===== src/design/btb2l_ram.sv =====
// Simple dual-port synchronous RAM with a registered read port.
module btb2l_ram #(
	parameter int DEPTH = 256,
	parameter int WIDTH = 2,
	localparam int AW = $clog2(DEPTH)
) (
	input  logic             clk,
	input  logic             we,
	input  logic [AW-1:0]    waddr,
	input  logic [WIDTH-1:0] wdata,
	input  logic [AW-1:0]    raddr,
	output logic [WIDTH-1:0] rdata
);

	logic [WIDTH-1:0] mem [DEPTH];

	always_ff @(posedge clk) begin
		if (we) begin
			mem[waddr] <= wdata;
		end
	end

	always_ff @(posedge clk) begin
		rdata <= mem[raddr];
	end

endmodule


===== config.mk =====
export PLATFORM = sky130hd
export DESIGN_NAME = btb2l_ram
export DESIGN_NICKNAME = d
export VERILOG_FILES = /design/src/design/btb2l_ram.sv
export SDC_FILE = /design/constraint.sdc
export NUM_CORES = 1
export LEC_CHECK = 0
export BUFFER_PORTS_ARGS = -buffer_cell sky130_fd_sc_hd__buf_2
export CAP_MARGIN = 10
export CORE_MARGIN = 5
export CORE_UTILIZATION = 30
export DETAILED_ROUTE_END_ITERATION = 16
export PLACE_DENSITY = 0.5
export SYNTH_ARGS = -nofsm -noshare
export SYNTH_HDL_FRONTEND = slang
export SYNTH_SLANG_ARGS = --single-unit

===== constraint.sdc =====
create_clock -name clk -period 4.1 [get_ports clk]
set_input_delay 0.615 -clock clk [delete_from_list [all_inputs] [get_ports clk]]
set_output_delay 0.615 -clock clk [all_outputs]
set_load 0.005 [all_outputs]

# Word level (Yosys, flattened, before mapping)
# Memories as Yosys holds them, arrays and structs flattened. A register that Yosys moved wholly into a read port is not among the register bits.
# Cells that the tools add are included.
# classes
n_div,0
add_sub_neg,0
n_mux,2
n_lt_le_gt_ge,0
n_reduce_logical,0
n_mul,0
n_bitwise,0
shift,0
n_eq_ne,0
# ops
cell,n
$mux 1,2
# word_totals
mem_bits_ro,0
mem_count,1
reg_bits,0
latchBits,0
word_cells,3
out_inout_bits,2
mem_bits_rw,512
input_bits,20
# mem_list
memory,words,word_bits,read_ports,rd_ports_with_merged_regs,write_ports,line_no,rtl
mem,256,2,1,1,1,15,logic [WIDTH-1:0] mem [DEPTH];

# Logic depth before layout (Yosys ltp)
# Gate-level depths: netlist of the first run.
# logic_depth
depth_word,2
mapped_depth,11
mapped_depth_nobuf,6

# Worst setup path before layout of the first run
# No wires, ideal clock.
# synth_timing
path_type,input to register
startpoint,in raddr[0]
endpoint,reg rdata[0] (read register of mem)
n_path_buf,3
arrival_time_ns,2.250
slack_ns,1.723
required_time_ns,3.972
path_stages,8
setup_time_ns,0.128
cell_sequence,buf_6 > buf_4 > buf_4 > mux4_2 > a22oi_1 > nand3_1 > a32oi_1 > a211oi_2
# synth_lines
item,line_no,rtl
start: declaration,11,"input logic [AW-1:0] raddr,"
end: declaration,12,output logic [WIDTH-1:0] rdata

==> reports/qor.yml, run 1 <==
run_status:
  status: "finished clean"
detailed_routing:
  first_pass_iters: 5
  antenna_left: 0
  wl_um: 55200
  vias: 11400
  viasPerCell: 5.05
  avgRoutedWirePerCell_um: 24.4
  drtIter0Drc: 1043
  drc: 0
yosys:
  syn_area_per_cell_um2: 17.2
  ys_top_cells_by_area: "edfxtp_1, mux4_2, nor2_1"
  yosysTopAreaCellShare: 0.719
  ys_seq_area_frac: 0.721
  yosys-top-cells-count: "edfxtp_1, nor2_1, mux4_2"
  synth_top_area_cell: "edfxtp_1"
  synthArstFlopShare: 0
  synth_edf_count: 512
  yosysUniqueCellTypes: 51
  syn_inst: 1242
  synth.most_common_cell: "edfxtp_1"
  synthesis.nets: 1262
  yosysWarnings: 0
  yosys_most_used_dff: "edfxtp_1"
  syn_area_um2: 21400
  synth_seq_cells: 514
floorplanning:
  rows: 97
  die_area_um2: 76700
  core_um2: 70400
  die_h_um: 277
  die_w_um: 277
  num_io_pins: 22
  initial_core_util: 0.304
cts:
  cts_buffers: 56
  htreeDepth: 2
  cts_tree: "done"
  ctsRootBufferMaster: "clkbuf_16"
  holdBufCountCts: 0
  worstSkewPairLatency_ps: 610
  clock_sinks: 514
  clk_path_buf_depth: 3
  ctsResizeCount: 0
  cts_setup_buffers: 0
  clk_pin_slew_ps: 60
timing:
  tightest_slew_ps: 1060
  rsz0062_at_grt: "no"
  fin_hold_ws_ps: 486
  tns_ps: 0
  setup_viol: 0
  fmax_ghz: 0.375
  period_share: 0.650
  final_period_minus_worst_setup_slack_ps: 2660
  slew_viol_final: 0
  slew_headroom: 0.293
  worst_clock_skew_ps: 28.5
  hold_viol: 0
global_route:
  gr-total-overflow: 0
  antenna_found_initial: 4
  grt.total_usage: 0.141
  grt_pass1_vias: 11900
  grt_max_degree: 131
  grt_first_pass_wirelength_um: 81500
critical_path:
  required_ps: 4580
  crit_path_max_fanout: 34
  start_kind: "primary input"
  cp_data_arrival_time_ps: 3140
  critPathKind: "primary input to flip-flop"
  ff2ff_path_depth: 6
  rr_endpoint: "rdata[0]$_DFF_P_"
  rrSetupSlack_ps: 1870
  r2r_start: "mem[106][0]$_DFFE_PP_"
  endpoint_kind: "flip-flop"
placed_design:
  port_buffers: 21
  dpl.hpwl_um: 33900
  place_congestion: 0.765
hold_path:
  min_path_cells: 1
  hold_start: "wdata[1]"
  hold_path_class: "primary input to flip-flop"
  min_to: "mem[155][1]$_DFFE_PP_"
final_layout:
  fin_util: 0.345
  area_growth_pct: 13.6
  nFillCells: 6752
  drive_gt1_frac: 0.184
  multi_input_area_um2: 5350
  finalNetCount: 1294
  regArea_um2: 15400
power:
  cellPowerDensity_nw_per_um2: 465
  peakVddDrop_mv: 0.294
  p_total_mw: 11.3
  total_leakage_power_nw: 7.44
job:
  maxCapViolCount: 0
-- state kept, by name (all words and copies together), names as in the netlist --
register  count
rdata         2
mem         512
-- kinds of logic after synthesis --
logic type | after synthesis | share of synthesized area
AOI/OAI and AO/OA | 107 | 0.0386
buffers and inverters | 96 | 0.0292
DFF | 514 | 0.721
muxes | 171 | 0.144
and+or+nand+nor | 354 | 0.0676
-- area by class of cell --
cell class | count | share of cell area
Multi-Input combinational cell | 632 | 0.220
Tap cell | 940 | 0.0484
Sequential cell | 514 | 0.635
Timing Repair Buffer | 64 | 0.0216
Inverter | 6 | 0.000927
Clock inverter | 24 | 0.00938
Antenna cell | 1 | 0.000103
Clock buffer | 79 | 0.0646
-- worst max-delay path, stage by stage --
cell      delay, ps
buf_8           330
buf_12          280
buf_4           300
mux4_2          550
a211oi_1        500
o31ai_1         190
o22ai_1         270
a211oi_2         50
-- per-stage QoR --
| step | setup WS (ps) | instances | area, um^2 |
|---|---|---|---|
| detailed placement | 796 | 2156 | 22500 |
| global placement | 857 | 2156 | 22500 |
| global route | 1320 | 2259 | 24300 |
| CTS | 1440 | 2259 | 24300 |
| finish | 1440 | 2260 | 24300 |
| floorplan | 1720 | 1242 | 21400 |
-- cell usage in the layout, fill, tap and decap left out, drive strengths merged, types with 3 or more instances in the layout --
| master | n |
|---|---|
| a221oi | 7 |
| o21ai | 17 |
| clkbuf | 79 |
| o31ai | 4 |
| mux2 | 8 |
| a21oi | 9 |
| bufinv | 4 |
| nand4 | 9 |
| a22o | 8 |
| and2 | 3 |
| nor2 | 268 |
| a211oi | 11 |
| nand3 | 27 |
| inv | 8 |
| mux2i | 61 |
| buf | 64 |
| o22ai | 8 |
| clkinv | 18 |
| edfxtp | 512 |
| a2111oi | 8 |
| a22oi | 4 |
| mux4 | 102 |
| nor2b | 11 |
| o221ai | 16 |
| nand2 | 29 |
-- layer usage --
layer  up-vias  share of wire  global-route usage
met5         -        0.00054                   0
met4         4          0.020              0.0344
met3        73          0.051              0.0221
met2       313           0.48               0.232
met1      6033           0.44               0.199
li1       4986              -                   -
-- report_power, final --
| group | internal (mW) | switching, mW | leakage [nW] | total (mW) |
|---|---|---|---|---|
| logic | 0.196 | 0.381 | 1.93 | 0.578 |
| clock network | 2.91 | 2.01 | 0.887 | 4.92 |
| registers | 5.79 | 0.00753 | 4.62 | 5.80 |
| total | 8.90 | 2.40 | 7.44 | 11.3 |
-- how the worst max path moves through the flow --
| stage | startpoint | to | slack (ps) | cells after the start |
|---|---|---|---|---|
| 3_3_place_gp | raddr[0] | rdata[0]$_DFF_P_ | 860 | 8 |
| 3_5_place_dp | raddr[0] | rdata[0]$_DFF_P_ | 800 | 8 |
| 4_1_cts | raddr[0] | rdata[0]$_DFF_P_ | 1440 | 8 |
| 2_1_floorplan | raddr[0] | rdata[0]$_DFF_P_ | 1720 | 8 |
| 5_1_grt | raddr[0] | rdata[0]$_DFF_P_ | 1320 | 8 |
| 6_report | raddr[0] | rdata[0]$_DFF_P_ | 1440 | 8 |
(Power assumes the default switching activity.)
==> run 2: changes to the inputs <==
- ABC_AREA: unset -> 1
- clock period: 4.1 -> 2.5 ns (I/O delays scaled with it)
==> run 2 against run 1 <==
Net effect:
- combinational power rose by 110%
- highest routed layer is now met4
- largest cell class unchanged
- area after synthesis increased by 3.5%
- clock power rose by 57%
- non-clock buffer count increased by 35
- via count up 35%
- synthesized cell count increased by 65%
- hold slack lost 330 ps
- final area up 3.6%
==> reports/qor.yml, run 2 <==
run_status:
  status: "finished clean"
placed_design:
  placed_area_um2: 23500
  port_buffers: 21
  dp_cells: 2970
  dpl.hpwl_um: 37100
  place_congestion: 0.827
yosys:
  yosysTopAreaCellShare: 0.695
  ys_top_cells_by_area: "edfxtp_1, nand3_1, nand2_1"
  synth_edf_count: 512
  syn_area_um2: 22100
  ys_seq_area_frac: 0.697
  yosysUniqueCellTypes: 15
  syn_inst: 2055
  yosys-top-cells-count: "nand2_1, edfxtp_1, nand3_1"
  yosysWarnings: 0
  yosys_most_used_dff: "edfxtp_1"
  synth_seq_cells: 514
  synthArstFlopShare: 0
  synth_top_area_cell: "edfxtp_1"
  syn_area_per_cell_um2: 10.8
  synth.most_common_cell: "nand2_1"
  synthesis.nets: 2075
timing:
  slew_headroom: 0.570
  tns_ps: 0
  tightest_slew_ps: 644
  setup_viol: 0
  worst_clock_skew_ps: 17.9
  rsz0062_at_grt: "no"
  period_share: 0.681
  hold_viol: 0
  slew_viol_final: 0
  final_period_minus_worst_setup_slack_ps: 1700
  fmax_ghz: 0.588
power:
  cellPowerDensity_nw_per_um2: 733
  peakVddDrop_mv: 0.490
  total_leakage_power_nw: 8.57
final_layout:
  finalNetCount: 2086
  mostFrequentLayoutCell: "nand2_1"
  finalInstanceArea_um2: 25200
  final_cells: 3070
  nFillCells: 7409
  layout_common_cells: "nand2_1, edfxtp_1, nand3_1, nor2_1, buf_4"
  area_growth_pct: 13.7
  drive_gt1_frac: 0.0820
  top_register: "mem"
  reg_top3: "mem (512), rdata (2)"
  largest_reg_flops: 512
detailed_routing:
  drtIter0Drc: 1714
  antenna_left: 0
  avgRoutedWirePerCell_um: 20.7
  viasPerCell: 5.01
  drc: 0
  vias: 15400
  wl_um: 63600
  first_pass_iters: 5
critical_path:
  endpoint_kind: "output port"
  rrSetupSlack_ps: 990
  r2r_start: "mem[105][1]$_DFFE_PP_"
  start_kind: "flip-flop"
  cp-startpoint: "rdata[1]$_DFF_P_"
  crit_slowest_cell: "dfxtp_1"
  crit_chain: "buf_2"
  rr_endpoint: "rdata[1]$_DFF_P_"
  cp_data_arrival_time_ps: 1330
  cp.depth: 1
  critPathKind: "flip-flop to output port"
  cp-endpoint: "rdata[1]"
  path_buf_inv: 1
  required_ps: 2120
  path_delay_family: "flip-flops"
  crit_path_max_fanout: 1
  ff2ff_path_depth: 10
  slowest_delay_ps: 540
floorplanning:
  core_um2: 73100
  die_area_um2: 79300
  die_h_um: 282
  initial_core_util: 0.303
  num_io_pins: 22
  die_w_um: 282
  rows: 99
cts:
  holdBufCountCts: 0
  cts_buffers: 53
  clk_pin_slew_ps: 60
  htreeDepth: 2
  cts_setup_buffers: 0
  ctsResizeCount: 0
  clock_sinks: 514
  cts_tree: "done"
  worstSkewPairLatency_ps: 610
  ctsRootBufferMaster: "clkbuf_16"
  clk_path_buf_depth: 3
global_route:
  grt.total_usage: 0.158
  gr-total-overflow: 0
  antenna_found_initial: 4
  grt_pass1_vias: 15000
  grt_max_degree: 84
  grt_first_pass_wirelength_um: 94400
hold_path:
  hold_path_class: "primary input to flip-flop"
job:
  maxCapViolCount: 0
run 2: layout make-up:
| class | instances | area, um^2 | share of cell area |
|---|---|---|---|
| Clock inverter | 25 | 220 | 0.00875 |
| Tap cell | 959 | 1200 | 0.0477 |
| Sequential cell | 514 | 15400 | 0.613 |
| Multi-Input combinational cell | 1359 | 5720 | 0.227 |
| Antenna cell | 2 | 5.00 | 0.000199 |
| Inverter | 39 | 156 | 0.00622 |
| Timing Repair Buffer | 99 | 1000 | 0.0398 |
| Clock buffer | 73 | 1440 | 0.0574 |
run 2: metal layers:
layer,vias to the layer above,global-route usage,wire length (um)
li1,7113,-,-
met1,7700,0.231,29300
met2,486,0.247,28700
met3,94,0.0230,4120
met4,0,0.0418,1470
met5,-,0,0
run 2: logic make-up after synthesis:
| group | synth area share |
|---|---|
| buf+inv | 0.0448 |
| simple gates | 0.259 |
| flops | 0.697 |
run 2: power breakdown:
part           internal (mW)  switching (mW)  leakage [nW]
Sequential              9.50          0.0179          4.62
Combinational          0.330           0.881          3.14
Clock                   4.44            3.29         0.813
run 2: how the worst min path moves through the flow:
stage / from / endpoint / cells after the start / slack (ps)
after floorplan: wdata[0] / mem[0][0]$_DFFE_PP_ / 0 / 470
after global placement: raddr[7] / rdata[1]$_DFF_P_ / 3 / 760
after detailed placement: raddr[7] / rdata[0]$_DFF_P_ / 3 / 740
after CTS: raddr[7] / rdata[1]$_DFF_P_ / 3 / 110
after global routing: raddr[7] / rdata[1]$_DFF_P_ / 3 / 130
final: raddr[7] / rdata[1]$_DFF_P_ / 3 / 160
run 2: stage by stage:
step                      hold slack [ps]  worst slack, ps   util  total power [mW]
final                                 159              799  0.344              18.4
after global placement                757              298  0.321              10.9
after floorplan                       474              944      -              10.4
after detailed placement              744              298  0.321              10.9
after CTS                             111              806  0.344              18.6
after global routing                  133              753  0.344              19.1
==> run 3: changes to the inputs <==
- ABC_AREA: 1 -> 0
- clock period: 2.5 -> 1.75 ns (I/O delays scaled with it)
==> run 3 against run 2 <==
Net effect:
- the flow now finishes with violations (negative setup slack)
- largest power group unchanged
- non-clock buffer count is 105 higher
- total power increased by 42%
- first-iteration DRC count is 43% lower
==> reports/qor.yml, run 3 (synthesis gave the netlist of run 1 again) <==
detailed_routing:
  vias: 11900
  viasPerCell: 4.99
  antenna_left: 0
  drtIter0Drc: 983
  avgRoutedWirePerCell_um: 23.8
  drc: 0
  wl_um: 57000
  first_pass_iters: 5
final_layout:
  top_register: "mem"
  finalInstanceArea_um2: 25600
  fin_util: 0.364
  largest_reg_flops: 512
  finalNetCount: 1432
  nFillCells: 6634
  reg_top3: "mem (512), rdata (2)"
  drive_gt1_frac: 0.274
  layout_common_cells: "edfxtp_1, nor2_1, buf_4, mux4_2, mux2i_1"
  mostFrequentLayoutCell: "edfxtp_1"
  area_growth_pct: 19.9
timing:
  slew_viol_final: 0
  period_share: 1.12
  worst_clock_skew_ps: 14.2
  slew_headroom: 0.668
  setup_viol: 2
  final_period_minus_worst_setup_slack_ps: 1950
  tightest_slew_ps: 497
  hold_viol: 0
  fmax_ghz: 0.512
  rsz0062_at_grt: "yes"
  fin_ws_ps: -202
global_route:
  antenna_found_initial: 3
  grt_max_degree: 81
  grt_pass1_vias: 12600
  gr-total-overflow: 0
  grt.total_usage: 0.146
  grt_first_pass_wirelength_um: 83900
placed_design:
  placed_area_um2: 23900
  port_buffers: 21
  place_congestion: 0.802
  dpl.hpwl_um: 38100
critical_path:
  critPathKind: "flip-flop to flip-flop"
  required_ps: 2250
  path_delay_family: "compound AO/OA/AOI/OAI gates"
  rrSetupSlack_ps: -200
  endpoint_kind: "flip-flop"
  crit_path_max_fanout: 1
  slowest_delay_ps: 480
  path_buf_inv: 2
  crit_slowest_cell: "mux4_2"
  crit_chain: "mux4_2 > a22o_1 > a211oi_2 > buf_4 > o31ai_1 > buf_4 > o22ai_2 > a211oi_2"
  cp_data_arrival_time_ps: 2460
  start_kind: "flip-flop"
job:
  maxCapViolCount: 0
power:
  total_leakage_power_nw: 8.18
  cellPowerDensity_nw_per_um2: 1020
  peakVddDrop_mv: 0.662
cts:
  worstSkewPairLatency_ps: 610
  clk_pin_slew_ps: 60
  ctsRootBufferMaster: "clkbuf_16"
  clk_path_buf_depth: 3
  htreeDepth: 2
  cts_buffers: 54
  clock_sinks: 514
  cts_tree: "done"
floorplanning:
  num_io_pins: 22
  die_area_um2: 76700
  die_h_um: 277
  rows: 97
  initial_core_util: 0.304
  core_um2: 70400
  die_w_um: 277
hold_path:
  hold_path_class: "primary input to flip-flop"
run_status:
  status: "complete, but fails checks"
  violations: "negative setup slack"
==> run 3: changes by cell type in the layout (fill, tap and decap cells not counted), sizes merged, moves of 32 or more <==
cell / previous run / this run
nand3: 495 / 27
mux2i: 0 / 61
buf: 98 / 204
nand2: 581 / 29
inv: 40 / 8
mux4: 0 / 102
==> run 3: what timing repair did <==
item	in CTS	in global routing
gates cloned	0	0
hold buffers	0	0
pin swaps	3	5
setup endpoints to repair	2	2
resized for setup	13	5
setup buffers	0	0
==> run 3: final cells by class <==
type,count,area [um^2],share of cell area
Timing Repair Buffer,204,1940,0.0757
Antenna cell,1,2.50,0.0000976
Tap cell,940,1180,0.0459
Inverter,6,22.5,0.000879
Clock inverter,28,193,0.00752
Sequential cell,514,15400,0.601
Clock buffer,70,1450,0.0567
Multi-Input combinational cell,632,5430,0.212
==> run 3: power by group <==
| part | total, mW | internal (mW) | switching, mW |
|---|---|---|---|
| clock network | 10.8 | 6.12 | 4.71 |
| logic | 1.71 | 0.723 | 0.984 |
| registers | 13.6 | 13.6 | 0.0195 |
==> run 3: path summary, 6_finish.rpt <==
kind | from | to | cells after the start
hold / removal | wdata[1] | mem[158][1]$_DFFE_PP_ | 1
setup reg to reg | mem[107][0]$_DFFE_PP_ | rdata[0]$_DFF_P_ | 8
setup / recovery | mem[107][0]$_DFFE_PP_ | rdata[0]$_DFF_P_ | 8
hold reg to reg | mem[104][1]$_DFFE_PP_ | rdata[1]$_DFF_P_ | 6
==> run 3: stage by stage <==
step | total power, mW | hold WS, ps | setup slack [ps] | std cells | setup TNS [ps]
after floorplan | 14.7 | 361 | -210 | 1242 | -388
after global placement | 15.5 | 714 | -885 | 2297 | -1690
after detailed placement | 15.5 | 710 | -812 | 2297 | -1670
after CTS | 26.4 | 58.8 | -213 | 2395 | -421
after global routing | 27.0 | 76.0 | -248 | 2394 | -495
final | 26.1 | 79.8 | -202 | 2395 | -365
==> run 3: worst register-to-register path: stages, from the launching register on <==
cell and delay, ps:
edfxtp_1 370, mux4_2 480, a22o_1 260, a211oi_2 180, buf_4 150, o31ai_1 60
buf_4 140, o22ai_2 160, a211oi_2 40
==> run 3: per-layer routing <==
| layer | global-route usage | part of all wire | up-vias |
|---|---|---|---|
| li1 | - | - | 5272 |
| met1 | 0.208 | 0.45 | 6249 |
| met2 | 0.237 | 0.48 | 344 |
| met3 | 0.0266 | 0.058 | 76 |
| met4 | 0.0313 | 0.018 | 4 |
| met5 | 0 | 0.00049 | - |
